===== config.mk =====
export PLATFORM = sky130hd
export DESIGN_NAME = balance_car_motor_drive
export DESIGN_NICKNAME = d
export VERILOG_FILES = /design/src/rtl/bcmd_pkg.sv /design/src/rtl/bcmd_div.sv /design/src/rtl/balance_car_motor_drive.sv
export SDC_FILE = /design/constraint.sdc
export NUM_CORES = 2
export LEC_CHECK = 0
export ABC_AREA = 1
export BUFFER_PORTS_ARGS = -buffer_cell sky130_fd_sc_hd__buf_2
export CORE_AREA = 2 2 313 315
export DETAILED_ROUTE_END_ITERATION = 8
export DIE_AREA = 0 0 315 317
export PLACE_DENSITY = 0.76
export SLEW_MARGIN = 20
export SYNTH_ARGS = -nofsm -noshare
export SYNTH_HDL_FRONTEND = slang
export SYNTH_SLANG_ARGS = --single-unit

===== constraint.sdc =====
create_clock -name clk_i -period 9.2 [get_ports clk_i]
set_input_delay 0.46 -clock clk_i [delete_from_list [all_inputs] [get_ports clk_i]]
set_output_delay 0.46 -clock clk_i [all_outputs]
set_load 0.03 [all_outputs]

===== src/rtl/bcmd_pkg.sv =====
// Shared types, constants and helpers for the balance car motor drive.
`default_nettype none
package bcmd_pkg;

  // Fixed-point format
  localparam int FracBits = 8;
  localparam int One      = 1 << FracBits;
  localparam int C7       = (7 * One + 5) / 10;   // filter weight of old speed
  localparam int C3       = (3 * One + 5) / 10;   // filter weight of new speed
  localparam int StepLo   = (6 * One + 5) / 10;
  localparam int StepHi   = 3 * One;
  localparam int StepRst  = (9 * One + 5) / 10;
  localparam int TurnNum  = 50 * One;
  localparam int TrnDiv   = 100 * One;
  localparam int TrnGain  = -1800;

  // Turn scaling: |x| / 25600 as (|x| >> 10) / 25, the divide by 25 done with a
  // reciprocal multiply; exact for pre-shifted magnitudes up to 43690, well above
  // the 36542 that the clamped target and the yaw range can reach
  localparam int TrnPreSh   = 10;
  localparam int TrnRecipSh = 18;
  localparam int TrnRecip   = ((1 << TrnRecipSh) + 24) / 25;

  // Datapath widths
  localparam int AccW  = 40;
  localparam int OpaW  = 20;
  localparam int OpbW  = 15;
  localparam int ProdW = OpaW + OpbW;
  localparam int DvdW  = 27;
  localparam int DvsW  = 17;
  localparam int RemW  = DvsW;
  localparam int CntW  = 5;
  localparam int MixW  = 32;

  // Configuration register indexes
  typedef enum logic [2:0] {
    RegBalanceKp   = 3'd0,
    RegBalanceKd   = 3'd1,
    RegVelocityKp  = 3'd2,
    RegVelocityKi  = 3'd3,
    RegPwmLimit    = 3'd4,
    RegIntLimit    = 3'd5,
    RegDriveSpeed  = 3'd6,
    RegTurnLimit   = 3'd7
  } cfg_reg_e;

  // Sequencer states
  typedef enum logic [4:0] {
    StIdle, StBalA, StBalB, StEfA, StEfB, StEfC, StEfD, StInt,
    StVelA, StVelB, StVelC, StStepGo, StStepW, StTgt, StTrnA,
    StTrnB, StTrnGo, StTrnW, StMix
  } state_e;

  // Divider request and response
  typedef struct packed {
    logic            start;
    logic [DvdW-1:0] dividend;
    logic [DvsW-1:0] divisor;
  } div_req_t;

  typedef struct packed {
    logic            done;
    logic [DvdW-1:0] quotient;
  } div_rsp_t;

  // Arithmetic shift right that rounds toward zero
  function automatic logic signed [AccW-1:0] trunc_shr(input logic signed [AccW-1:0] v,
                                                       input logic [5:0] sh);
    logic [AccW-1:0] bias;
    bias = v[AccW-1] ? ~({AccW{1'b1}} << sh) : '0;
    trunc_shr = $signed(v + $signed(bias)) >>> sh;
  endfunction

endpackage
`default_nettype wire


===== src/rtl/bcmd_div.sv =====
// Restoring unsigned divider, one quotient bit per cycle.
`default_nettype none
module bcmd_div (
  input  wire logic              clk_i,
  input  wire logic              rst_ni,
  input  wire bcmd_pkg::div_req_t req_i,
  output bcmd_pkg::div_rsp_t      rsp_o
);

  logic                          busy_q, busy_d;
  logic                          done_q, done_d;
  logic [bcmd_pkg::CntW-1:0]     cnt_q, cnt_d;
  logic [bcmd_pkg::RemW-1:0]     rem_q, rem_d;
  logic [bcmd_pkg::DvdW-1:0]     quo_q, quo_d;
  logic [bcmd_pkg::DvsW-1:0]     dvs_q, dvs_d;
  logic [bcmd_pkg::RemW:0]       trial;
  logic                          fits;

  // One restoring step
  always_comb begin
    trial  = {rem_q, quo_q[bcmd_pkg::DvdW-1]};
    fits   = trial >= {1'b0, dvs_q};
    busy_d = busy_q;
    done_d = 1'b0;
    cnt_d  = cnt_q;
    rem_d  = rem_q;
    quo_d  = quo_q;
    dvs_d  = dvs_q;
    if (req_i.start) begin
      busy_d = 1'b1;
      cnt_d  = bcmd_pkg::CntW'(bcmd_pkg::DvdW - 1);
      rem_d  = '0;
      quo_d  = req_i.dividend;
      dvs_d  = req_i.divisor;
    end else if (busy_q) begin
      rem_d = fits ? bcmd_pkg::RemW'(trial - {1'b0, dvs_q}) : trial[bcmd_pkg::RemW-1:0];
      quo_d = {quo_q[bcmd_pkg::DvdW-2:0], fits};
      cnt_d = cnt_q - 1'b1;
      if (cnt_q == '0) begin
        busy_d = 1'b0;
        done_d = 1'b1;
      end
    end
  end

  always_ff @(posedge clk_i or negedge rst_ni) begin
    if (!rst_ni) begin
      busy_q <= 1'b0;
      done_q <= 1'b0;
      cnt_q  <= '0;
    end else begin
      busy_q <= busy_d;
      done_q <= done_d;
      cnt_q  <= cnt_d;
    end
  end

  always_ff @(posedge clk_i) begin
    rem_q <= rem_d;
    quo_q <= quo_d;
    dvs_q <= dvs_d;
  end

  assign rsp_o.done     = done_q;
  assign rsp_o.quotient = quo_q;

endmodule
`default_nettype wire


===== src/rtl/balance_car_motor_drive.sv =====
// Top level: balance, speed and turn controller for a two-wheel balancing car.
// Each request runs through the balance, speed filter, integrator, velocity and turn states;
// while turning with a nonzero entry speed the turn step also waits on the 27-step divider.
// One shared 20x15 multiplier is used eight times per request. A new request is taken only
// in the idle state; input not ready while a request works or a result is stuck.
// A finished result waits in the output register while the next request is taken.
// Reset (asynchronous, active low) restores register defaults and controller state.
`default_nettype none
module balance_car_motor_drive (
  input  wire logic        clk_i,
  input  wire logic        rst_ni,
  input  wire logic        cfg_we_i,
  input  wire logic [2:0]  cfg_idx_i,
  input  wire logic [14:0] cfg_data_i,
  input  wire logic        s_axis_tvalid_i,
  output logic             s_axis_tready_o,
  // tilt_angle[16:0] tilt_rate[35:17] yaw_rate[51:36] left_count[67:52]
  // right_count[83:68] command_byte[91:84] backward_pin[92] stopped[93] working[94]
  input  wire logic [95:0] s_axis_tdata_i,
  output logic             m_axis_tvalid_o,
  input  wire logic        m_axis_tready_i,
  // left_magnitude[12:0] left_reverse[13] right_magnitude[26:14] right_reverse[27]
  output logic [31:0]      m_axis_tdata_o
);

  // Configuration registers
  logic [9:0]  bkp_q, vkp_q, vki_q;
  logic [13:0] bkd_q;
  logic [12:0] pwm_lim_q;
  logic [14:0] int_lim_q;
  logic [7:0]  drv_spd_q;
  logic [5:0]  trn_lim_q;

  always_ff @(posedge clk_i or negedge rst_ni) begin
    if (!rst_ni) begin
      bkp_q     <= 10'd340;
      bkd_q     <= 14'd4096;
      vkp_q     <= 10'd80;
      vki_q     <= 10'd102;
      pwm_lim_q <= 13'd7000;
      int_lim_q <= 15'd6000;
      drv_spd_q <= 8'd20;
      trn_lim_q <= 6'd30;
    end else if (cfg_we_i) begin
      unique case (bcmd_pkg::cfg_reg_e'(cfg_idx_i))
        bcmd_pkg::RegBalanceKp:  bkp_q     <= cfg_data_i[9:0];
        bcmd_pkg::RegBalanceKd:  bkd_q     <= cfg_data_i[13:0];
        bcmd_pkg::RegVelocityKp: vkp_q     <= cfg_data_i[9:0];
        bcmd_pkg::RegVelocityKi: vki_q     <= cfg_data_i[9:0];
        bcmd_pkg::RegPwmLimit:   pwm_lim_q <= cfg_data_i[12:0];
        bcmd_pkg::RegIntLimit:   int_lim_q <= cfg_data_i[14:0];
        bcmd_pkg::RegDriveSpeed: drv_spd_q <= cfg_data_i[7:0];
        bcmd_pkg::RegTurnLimit:  trn_lim_q <= cfg_data_i[5:0];
        default: ;
      endcase
    end
  end

  // Input field views
  logic signed [16:0] in_angle;
  logic signed [18:0] in_rate;
  logic signed [15:0] in_yaw, in_lcnt, in_rcnt;
  logic [7:0]         in_cmd;
  assign in_angle = $signed(s_axis_tdata_i[16:0]);
  assign in_rate  = $signed(s_axis_tdata_i[35:17]);
  assign in_yaw   = $signed(s_axis_tdata_i[51:36]);
  assign in_lcnt  = $signed(s_axis_tdata_i[67:52]);
  assign in_rcnt  = $signed(s_axis_tdata_i[83:68]);
  assign in_cmd   = s_axis_tdata_i[91:84];

  bcmd_pkg::state_e state_q, state_d;

  // Latched item
  logic signed [16:0] angle_q, sum_q;
  logic signed [18:0] rate_q;
  logic signed [15:0] yaw_q;
  logic               stop_q, work_q, moving_q, tl_q, tr_q;
  logic signed [8:0]  mov_q;
  logic [13:0]        amp_q;

  // Controller state
  logic signed [17:0] filt_q, filt_d;
  logic signed [15:0] integ_q, integ_d;
  logic               fwd_q, fwd_d;
  logic signed [15:0] target_q, target_d;
  logic [11:0]        step_q, step_d;
  logic               started_q, started_d;
  logic [16:0]        entry_q, entry_d;

  // Datapath registers
  logic signed [bcmd_pkg::ProdW-1:0] prod_q;
  logic signed [bcmd_pkg::AccW-1:0]  acc_q, acc_d;
  logic signed [19:0]                bal_q, bal_d;
  logic signed [29:0]                vel_q, vel_d;
  logic signed [15:0]                trn_q, trn_d;
  logic                              ovalid_q, ovalid_d;
  logic [31:0]                       odata_q, odata_d;

  // Shared multiplier operands
  logic signed [bcmd_pkg::OpaW-1:0] opa;
  logic signed [bcmd_pkg::OpbW-1:0] opb;

  bcmd_pkg::div_req_t div_req;
  bcmd_pkg::div_rsp_t div_rsp;

  bcmd_div u_div (
    .clk_i  (clk_i),
    .rst_ni (rst_ni),
    .req_i  (div_req),
    .rsp_o  (div_rsp)
  );

  // Decode of the accepted command
  logic               dec_fwd, dec_back;
  logic signed [8:0]  dec_mov;
  always_comb begin
    dec_fwd  = fwd_q;
    dec_back = s_axis_tdata_i[92];
    if (in_cmd[7]) begin
      if (in_cmd[5]) begin
        dec_fwd  = 1'b1;
        dec_back = 1'b0;
      end
      if (in_cmd[4]) begin
        dec_fwd  = 1'b0;
        dec_back = 1'b1;
      end
    end else begin
      dec_fwd  = 1'b0;
      dec_back = 1'b0;
    end
    if (dec_fwd && !dec_back)      dec_mov = -$signed({1'b0, drv_spd_q});
    else if (dec_back && !dec_fwd) dec_mov = $signed({1'b0, drv_spd_q});
    else                           dec_mov = '0;
  end

  always_ff @(posedge clk_i) begin
    if (state_q == bcmd_pkg::StIdle && s_axis_tvalid_i) begin
      angle_q  <= in_angle;
      rate_q   <= in_rate;
      yaw_q    <= in_yaw;
      sum_q    <= 17'(in_lcnt) + 17'(in_rcnt);
      stop_q   <= s_axis_tdata_i[93];
      work_q   <= s_axis_tdata_i[94];
      moving_q <= dec_fwd || dec_back;
      mov_q    <= dec_mov;
      tl_q     <= in_cmd[3] && in_cmd[1];
      tr_q     <= in_cmd[3] && !in_cmd[1];
      amp_q    <= in_cmd[3] ? 14'(trn_lim_q) << bcmd_pkg::FracBits : '0;
    end
  end

  // Sequencer and datapath
  logic signed [19:0]                int_sum, int_lim;
  logic signed [17:0]                tgt_sum, tgt_lim;
  logic [bcmd_pkg::AccW-1:0]         acc_abs;
  logic signed [bcmd_pkg::MixW-1:0]  mix_l, mix_r, pwm_l;
  logic [bcmd_pkg::DvdW-1:0]         quo;

  function automatic logic signed [bcmd_pkg::MixW-1:0] clamp_mix(
      input logic signed [bcmd_pkg::MixW-1:0] v, input logic signed [bcmd_pkg::MixW-1:0] l);
    if (v > l)       clamp_mix = l;
    else if (v < -l) clamp_mix = -l;
    else             clamp_mix = v;
  endfunction

  always_comb begin
    state_d   = state_q;
    acc_d     = acc_q;
    bal_d     = bal_q;
    vel_d     = vel_q;
    trn_d     = trn_q;
    filt_d    = filt_q;
    integ_d   = integ_q;
    fwd_d     = fwd_q;
    target_d  = target_q;
    step_d    = step_q;
    started_d = started_q;
    entry_d   = entry_q;
    ovalid_d  = ovalid_q && !m_axis_tready_i;
    odata_d   = odata_q;
    opa       = '0;
    opb       = '0;
    div_req   = '0;
    quo       = div_rsp.quotient;
    acc_abs   = acc_q[bcmd_pkg::AccW-1] ? $unsigned(-acc_q) : $unsigned(acc_q);
    int_sum   = 20'(integ_q) + 20'(filt_q) - 20'(mov_q);
    int_lim   = $signed({5'd0, int_lim_q});
    tgt_sum   = tl_q ? 18'(target_q) - $signed({6'd0, step_q})
                     : 18'(target_q) + $signed({6'd0, step_q});
    tgt_lim   = $signed({4'd0, amp_q});
    pwm_l     = $signed({19'd0, pwm_lim_q});
    mix_l     = clamp_mix(32'(bal_q) + 32'(vel_q) - 32'(trn_q), pwm_l);
    mix_r     = clamp_mix(32'(bal_q) + 32'(vel_q) + 32'(trn_q), pwm_l);
    unique case (state_q)
      bcmd_pkg::StIdle: begin
        if (s_axis_tvalid_i) begin
          fwd_d   = dec_fwd;
          state_d = bcmd_pkg::StBalA;
        end
      end
      bcmd_pkg::StBalA: begin
        opa     = 20'(angle_q);
        opb     = $signed({5'd0, bkp_q});
        state_d = bcmd_pkg::StBalB;
      end
      bcmd_pkg::StBalB: begin
        acc_d   = bcmd_pkg::AccW'(prod_q) <<< bcmd_pkg::FracBits;
        opa     = 20'(rate_q);
        opb     = $signed({1'b0, bkd_q});
        state_d = bcmd_pkg::StEfA;
      end
      bcmd_pkg::StEfA: begin
        acc_d   = acc_q + bcmd_pkg::AccW'(prod_q);
        opa     = 20'(filt_q);
        opb     = 15'(bcmd_pkg::C7);
        state_d = bcmd_pkg::StEfB;
      end
      bcmd_pkg::StEfB: begin
        bal_d   = 20'(bcmd_pkg::trunc_shr(acc_q, 6'(2 * bcmd_pkg::FracBits)));
        acc_d   = bcmd_pkg::trunc_shr(bcmd_pkg::AccW'(prod_q), 6'(bcmd_pkg::FracBits))
                  <<< bcmd_pkg::FracBits;
        opa     = 20'(sum_q);
        opb     = 15'(bcmd_pkg::C3);
        state_d = bcmd_pkg::StEfC;
      end
      bcmd_pkg::StEfC: begin
        acc_d   = acc_q + bcmd_pkg::AccW'(prod_q);
        state_d = bcmd_pkg::StEfD;
      end
      bcmd_pkg::StEfD: begin
        filt_d  = 18'(bcmd_pkg::trunc_shr(acc_q, 6'(bcmd_pkg::FracBits)));
        state_d = bcmd_pkg::StInt;
      end
      bcmd_pkg::StInt: begin
        if (int_sum > int_lim)       integ_d = 16'(int_lim);
        else if (int_sum < -int_lim) integ_d = 16'(-int_lim);
        else                         integ_d = 16'(int_sum);
        opa     = 20'(filt_q);
        opb     = $signed({5'd0, vkp_q});
        state_d = bcmd_pkg::StVelA;
      end
      bcmd_pkg::StVelA: begin
        acc_d   = bcmd_pkg::AccW'(prod_q) <<< bcmd_pkg::FracBits;
        opa     = 20'(integ_q);
        opb     = $signed({5'd0, vki_q});
        state_d = bcmd_pkg::StVelB;
      end
      bcmd_pkg::StVelB: begin
        acc_d   = acc_q + bcmd_pkg::AccW'(prod_q);
        state_d = bcmd_pkg::StVelC;
      end
      bcmd_pkg::StVelC: begin
        vel_d = 30'(bcmd_pkg::trunc_shr(acc_q, 6'(bcmd_pkg::FracBits)));
        if (stop_q) integ_d = '0;
        if (tl_q || tr_q) begin
          if (!started_q) begin
            entry_d   = sum_q[16] ? 17'(-sum_q) : 17'(sum_q);
            started_d = 1'b1;
          end
          state_d = bcmd_pkg::StStepGo;
        end else begin
          step_d    = 12'(bcmd_pkg::StepRst);
          started_d = 1'b0;
          entry_d   = '0;
          state_d   = bcmd_pkg::StTgt;
        end
      end
      bcmd_pkg::StStepGo: begin
        if (entry_q == '0) begin
          step_d  = 12'(bcmd_pkg::StepHi);
          state_d = bcmd_pkg::StTgt;
        end else begin
          div_req.start    = 1'b1;
          div_req.dividend = bcmd_pkg::DvdW'(bcmd_pkg::TurnNum);
          div_req.divisor  = entry_q;
          state_d          = bcmd_pkg::StStepW;
        end
      end
      bcmd_pkg::StStepW: begin
        if (div_rsp.done) begin
          if (quo < bcmd_pkg::DvdW'(bcmd_pkg::StepLo))      step_d = 12'(bcmd_pkg::StepLo);
          else if (quo > bcmd_pkg::DvdW'(bcmd_pkg::StepHi)) step_d = 12'(bcmd_pkg::StepHi);
          else                                              step_d = quo[11:0];
          state_d = bcmd_pkg::StTgt;
        end
      end
      bcmd_pkg::StTgt: begin
        if (!(tl_q || tr_q))         target_d = '0;
        else if (tgt_sum > tgt_lim)  target_d = 16'(tgt_lim);
        else if (tgt_sum < -tgt_lim) target_d = 16'(-tgt_lim);
        else                         target_d = 16'(tgt_sum);
        state_d = bcmd_pkg::StTrnA;
      end
      bcmd_pkg::StTrnA: begin
        opa     = 20'(target_q);
        opb     = 15'(bcmd_pkg::TrnGain);
        state_d = bcmd_pkg::StTrnB;
      end
      bcmd_pkg::StTrnB: begin
        acc_d = bcmd_pkg::AccW'(prod_q);
        if (moving_q) acc_d = bcmd_pkg::AccW'(prod_q)
                              + (bcmd_pkg::AccW'(yaw_q) <<< bcmd_pkg::FracBits);
        state_d = bcmd_pkg::StTrnGo;
      end
      // Turn scaling: magnitude >> 10, then times the reciprocal of 25
      bcmd_pkg::StTrnGo: begin
        opa     = $signed(acc_abs[bcmd_pkg::TrnPreSh +: bcmd_pkg::OpaW]);
        opb     = 15'(bcmd_pkg::TrnRecip);
        state_d = bcmd_pkg::StTrnW;
      end
      bcmd_pkg::StTrnW: begin
        trn_d   = acc_q[bcmd_pkg::AccW-1] ? -$signed(prod_q[bcmd_pkg::TrnRecipSh +: 16])
                                          : $signed(prod_q[bcmd_pkg::TrnRecipSh +: 16]);
        state_d = bcmd_pkg::StMix;
      end
      bcmd_pkg::StMix: begin
        if (!ovalid_q || m_axis_tready_i) begin
          if (!(work_q && !stop_q)) begin
            mix_l = '0;
            mix_r = '0;
          end
          odata_d[12:0]  = mix_l[bcmd_pkg::MixW-1] ? 13'(-mix_l) : 13'(mix_l);
          odata_d[13]    = !(mix_l > 0);
          odata_d[26:14] = mix_r[bcmd_pkg::MixW-1] ? 13'(-mix_r) : 13'(mix_r);
          odata_d[27]    = !(mix_r > 0);
          odata_d[31:28] = '0;
          ovalid_d       = 1'b1;
          state_d        = bcmd_pkg::StIdle;
        end
      end
      default: state_d = bcmd_pkg::StIdle;
    endcase
  end

  // Control and controller state registers
  always_ff @(posedge clk_i or negedge rst_ni) begin
    if (!rst_ni) begin
      state_q   <= bcmd_pkg::StIdle;
      ovalid_q  <= 1'b0;
      filt_q    <= '0;
      integ_q   <= '0;
      fwd_q     <= 1'b0;
      target_q  <= '0;
      step_q    <= 12'(bcmd_pkg::StepRst);
      started_q <= 1'b0;
      entry_q   <= '0;
    end else begin
      state_q   <= state_d;
      ovalid_q  <= ovalid_d;
      filt_q    <= filt_d;
      integ_q   <= integ_d;
      fwd_q     <= fwd_d;
      target_q  <= target_d;
      step_q    <= step_d;
      started_q <= started_d;
      entry_q   <= entry_d;
    end
  end

  // Datapath registers
  always_ff @(posedge clk_i) begin
    prod_q  <= opa * opb;
    acc_q   <= acc_d;
    bal_q   <= bal_d;
    vel_q   <= vel_d;
    trn_q   <= trn_d;
    odata_q <= odata_d;
  end

  assign s_axis_tready_o = state_q == bcmd_pkg::StIdle;
  assign m_axis_tvalid_o = ovalid_q;
  assign m_axis_tdata_o  = odata_q;

endmodule
`default_nettype wire


* After elaboration in Yosys (flattened, before gate mapping)
Cells that the tools add are included.
Widths: inputs -> output; s select.
** Operators by class
- Equality and inequality tests :: 32
- Bitwise logic cells :: 1
- $mul :: 1
- Reduce and logical (&&, ||, !) cells :: 44
- Muxes and demuxes :: 68
- $add $sub $neg :: 24
- Order comparisons :: 13
** Operator list (count)
- $mux 32 :: 10
- $pmux 40 s4 :: 1
- $pmux 20 s7 :: 1
- $mux 16 :: 8
- $pmux 15 s8 :: 1
- $pmux 5 s19 :: 1
- $mux 45 :: 2
- $mux 17 :: 4
- $gt 32x1->1 const B :: 2
- $gt 32x14->1 :: 2
- $lt 32x32->1 :: 2
- $mux 12 :: 5
- $mux 27 :: 2
- $add 40x35->40 :: 1
- $eq 5x4->1 const B :: 8
- $mux 40 :: 1
- $add 38x9->38 :: 1
- $add 35x24->36 :: 1
- $add 35x9->36 :: 1
- $add 36x17->36 :: 1
- $pmux 12 s3 :: 1
- $mul 20x15->35 :: 1
- $add 31x16->32 :: 1
- $neg 13->32 :: 1
- 56 further kinds :: 124
** Storage, ports and cells
- Word-level logic and storage cells :: 224
- Register bits after elaboration :: 507
- Output and inout bits :: 34
- Input bits :: 119

* Logic depth before layout (Yosys ltp)
- Depth in word-level cells :: 10
- Gate-level depth with buffers :: 48
- Mapped depth without buffers :: 47

* Cells and area by module
A second synthesis with hierarchy kept.
** Unflattened totals
- Cell total of the unflattened synthesis :: 7071
- Area, all modules :: 53415.0 um2
** By module, submodules not included
- balance_car_motor_drive :: cells each 6551, seq. area each 11771.3 um2, times used 1, area an instance 49427.4 um2
- bcmd_div :: cells each 520, seq. area each 1836.8 um2, times used 1, area an instance 3987.6 um2

* Worst setup path after synthesis
No wires, ideal clock.
- Path type :: register -> register
- Start point :: register state_q[4]
- End point :: register prod_q[33] (netlist bit)
- Setup time :: 0.072 ns
- Period minus slack after synthesis :: 8.191 ns
- Path slack :: 1.009 ns
- Required time :: 9.128 ns
- Arrival :: 8.119 ns
- Path buffers :: 2
- Cell stages (with the launch flop) :: 29
- Path through :: dfrtp_1 -> buf_2 -> nor3_1 -> inv_1 -> nor2_2 -> clkinv_1 -> o21ai_0 -> a2111oi_0 -> nand2_1 -> inv_1 -> buf_4 -> nor2_2 -> inv_1 -> fa_1 -> inv_1 -> fa_1 -> fa_1 -> fa_1 -> inv_1 -> fa_1 -> fa_1 -> inv_1 -> ha_1 -> inv_1 -> nor3_1 -> nor3b_1 -> nand4_1 -> o21ai_0 -> xor2_1
** Between the ends
- Longest elaborated chain between the ends :: 4
- Elaborated cells on any way between the ends :: 12
- Classes of those cells :: mul: 1; eq/ne: 8; mux: 2; reduce/logical: 1
** Ends and longest elaborated chain
- start, declared :: line balance_car_motor_drive.sv:71 : bcmd_pkg::state_e state_q, state_d;
- start signal, assigned :: line balance_car_motor_drive.sv:339 : state_q <= bcmd_pkg::StIdle;
- start signal, assigned :: line balance_car_motor_drive.sv:349 : state_q <= state_d;
- $eq 5x3->1 or $eq 5x2->1 (tied branches) :: line balance_car_motor_drive.sv:195 : unique case (state_q)
- $reduce_or 2->1 (no source line)
- $pmux 20 s7 :: line balance_car_motor_drive.sv:195
- $mul 20x15->35 * :: line balance_car_motor_drive.sv:363 : prod_q <= opa * opb;
- end signal, assigned :: line balance_car_motor_drive.sv:363
- end, declared :: line balance_car_motor_drive.sv:91 : logic signed [bcmd_pkg::ProdW-1:0] prod_q;
Every way passes the cells marked *; elsewhere a longest branch is shown, timed or not.
A chain may end at the register's enable or synchronous reset.

* Final worst setup path
- Start point :: register state_q[4]
- End point :: register prod_q[32] (netlist bit)
Same word-level chain as after synthesis.

==> flow_metrics.tcl <==
set metrics [dict create \
    ys_warn_count 0 \
    synth_edf_count 267 \
    worstReg2RegStart "state_q[4]$_DFFE_PN0P_" \
    skew_ns 0.0388 \
    crit_start "state_q[4]$_DFFE_PN0P_" \
    track_usage_pct 32.1 \
    tightest_slew_ns 1.16 \
    synth_top_area_share_pct 15.3 \
    syn_area_per_cell_um2 7.59 \
    multi_input_area_mm2 0.0335 \
    status "finished, final reports clean" \
    floorplan.die_area_mm2 0.0999 \
    period_minus_slack_ns 8.63 \
    first_pass_iters 6 \
    maxCapViolCount 0 \
    ys_top_cells_by_area "edfxtp_1 (15%), fa_1 (12%), ha_1 (12%)" \
    synthTopCellsByCount "nand2_1 (1462), inv_1 (1230), nor2_1 (620)" \
    worst-setup-path-type "reg2reg" \
    cts_buffer_depth 3 \
    num_vias 47700 \
    cts_tree "yes" \
    critPathLaunchType "register" \
    ant_nets 0 \
    relSlewSlack_pct 22.1 \
    layout-drive-gt1-share_pct 7.46 \
    finalCritPeriodShare_pct 93.8 \
    clockRootBuffer "clkbuf_16" \
    crit_required_ns 9.81 \
    ys_types 79 \
    area_delta_synth_final_pct 9.16 \
    nets 8041 \
    port_buffers 144 \
    pre_cts_ws_ns 0.539 \
    hold_class "in2reg" \
    die_w_um 315 \
    drtIter0Drc 4621 \
    antenna_found_initial 4 \
    slew_violations 0 \
    postCtsSetupBuffers 0 \
    endpoint_kind "register" \
    yosysTopAreaCell "edfxtp_1" \
    die_h_um 317 \
    drt-vias-per-instance 5.65 \
    fmax_mhz 116 \
    slowest_delay_ns 0.64 \
    grt-ovfl-total 0 \
    tns_ns 0 \
    crit_slowest_cell "a2111oi_1" \
    cp_max_fo 15 \
    seq_area_frac_synth_pct 25.9 \
    grt_max_degree 118 \
    dp_hpwl_um 131000 \
    gp_congestion 1.00 \
    crit_top_cell "inv_1" \
    ioPinCount 153 \
    setup_viol_count_final 0 \
    yosysMostFrequentCell "nand2_1" \
    clkTransAtPathRegs_ns 0.07 \
    synthArstFlopShare_pct 36.1 \
    htree_levels 2 \
    n_fill_cell 8726 \
    seq_area_mm2 0.0136 \
    fp-row-count 114 \
    cts_sinks 499 \
    grt_pass1_wl_um 251000 \
    netlist_area_mm2 0.0525 \
    timing.final.hold_violations 0 \
    worstSkewPairLatency_ns 0.68 \
    rsz0062_at_grt "false" \
    initial_core_util_pct 54.6 \
    synth_cells 6922 \
    setup_ws_ns 0.574 \
    ys_seq_elements 499 \
    ys.flop_type "edfxtp_1" \
    wirelength_um 161000 \
    cts_made_buffers 58 \
    worstHoldStart "cfg_data_i[14]" \
    drc_errors 0 \
    first_global_vias 45500 \
    core_region_area_mm2 0.0963 \
    wl_per_cell_um 19.1 \
    crit_arrival_ns 9.23 \
]
-- kinds of logic after synthesis --
| family | Yosys count | synth area share [%] |
|---|---|---|
| and+or+nand+nor | 2749 | 22.3 |
| buffers and inverters | 1426 | 10.6 |
| AOI/OAI and AO/OA | 1145 | 12.6 |
| adders and majority gates | 805 | 23.6 |
| DFF | 499 | 25.9 |
| xor gates and xnor gates | 297 | 4.98 |
| other | 1 | 0.00714 |
-- flip-flops by register name (all words and copies together), names as in the netlist, 12 cells and up --
| register | count |
|---|---|
| bal_q | 20 |
| integ_q | 16 |
| trn_q | 16 |
| bkd_q | 14 |
| angle_q | 17 |
| pwm_lim_q | 13 |
| u_div.rem_q | 17 |
| rate_q | 19 |
| int_lim_q | 15 |
| target_q | 16 |
| prod_q | 35 |
| entry_q | 17 |
| acc_q | 40 |
| step_q | 12 |
| filt_q | 18 |
| vel_q | 30 |
| m_axis_tdata_o | 28 |
| u_div.dvs_q | 17 |
| sum_q | 17 |
| yaw_q | 16 |
| u_div.quo_q | 27 |
-- metal layers --
metal / up-vias / wire length, µm / track usage, %
met1: 22600 / 69600 / 45.4
li1: 22900 / - / -
met4: 2 / 6190 / 11.5
met5: - / 13 / 0
met3: 335 / 14000 / 4.60
met2: 1926 / 71600 / 50.5
-- per-stage QoR --
step / hold WS (ns) / utilization (%) / area, µm² / cells
6_report: 0.0428 / 59.6 / 57400 / 8444
5_1_grt: 0.0322 / 59.6 / 57400 / 8443
4_1_cts: 0.0153 / 59.6 / 57300 / 8443
3_5_place_dp: 0.466 / 57.0 / 54800 / 8277
3_3_place_gp: 0.465 / 57.0 / 54800 / 8277
2_1_floorplan: 0.164 / - / 52600 / 6925
-- worst max-delay path, delay by kind of cell (launching register included) --
| kind | cells | cell delay, ns |
|---|---|---|
| fa+ha+maj | 7 | 3.19 |
| compound gates | 11 | 2.79 |
| buf+inv | 10 | 1.33 |
| flops | 1 | 0.53 |
| simple gates | 5 | 0.53 |
| xor+xnor | 1 | 0.15 |
-- cell usage in the layout, fill, tap and decap left out, types with 144 or more instances in the layout --
cell type  netlist  layout
a21oi_1        429     429
dfrtp_1        144     144
edfxtp_1       267     267
fa_1           313     312
ha_1           492     492
inv_1         1230    1230
nand2_1       1462    1461
nand3_1        287     287
nor2_1         620     613
o21ai_0        354     354
xor2_1         231     231
-- final timing paths --
kind	end	slack (ns)	depth (start not counted)
min in group asynchronous	target_q[5]$_DFFE_PN0P_	0.47	2
min	int_lim_q[14]$_DFFE_PN0P_	0.04	3
max	prod_q[32]$_DFF_P_	0.57	34
max in group asynchronous	bkd_q[8]$_DFFE_PN0P_	7.26	3
min reg2reg	integ_q[0]$_DFFE_PN0P_	0.49	2
max reg2reg	prod_q[32]$_DFF_P_	0.57	34
-- layout make-up --
class                   count  share of cell area (%)
repair buffers            295                    3.51
diodes                      1                 0.00436
clock inverters            28                   0.401
flip-flops and latches    499                    23.7
inverters                1263                    8.26
multi-input cells        5000                    58.3
well taps                1276                    2.78
clock buffers              82                    2.98
-- repair_timing --
item,CTS,global route
gates resized for setup,0,5
hold endpoints to repair,145,0
hold buffers,56,0
endpoints found under the setup margin,0,3
Power is not shown: default switching activity piles up to over one toggle a cycle in this logic, so the estimate is an artifact.
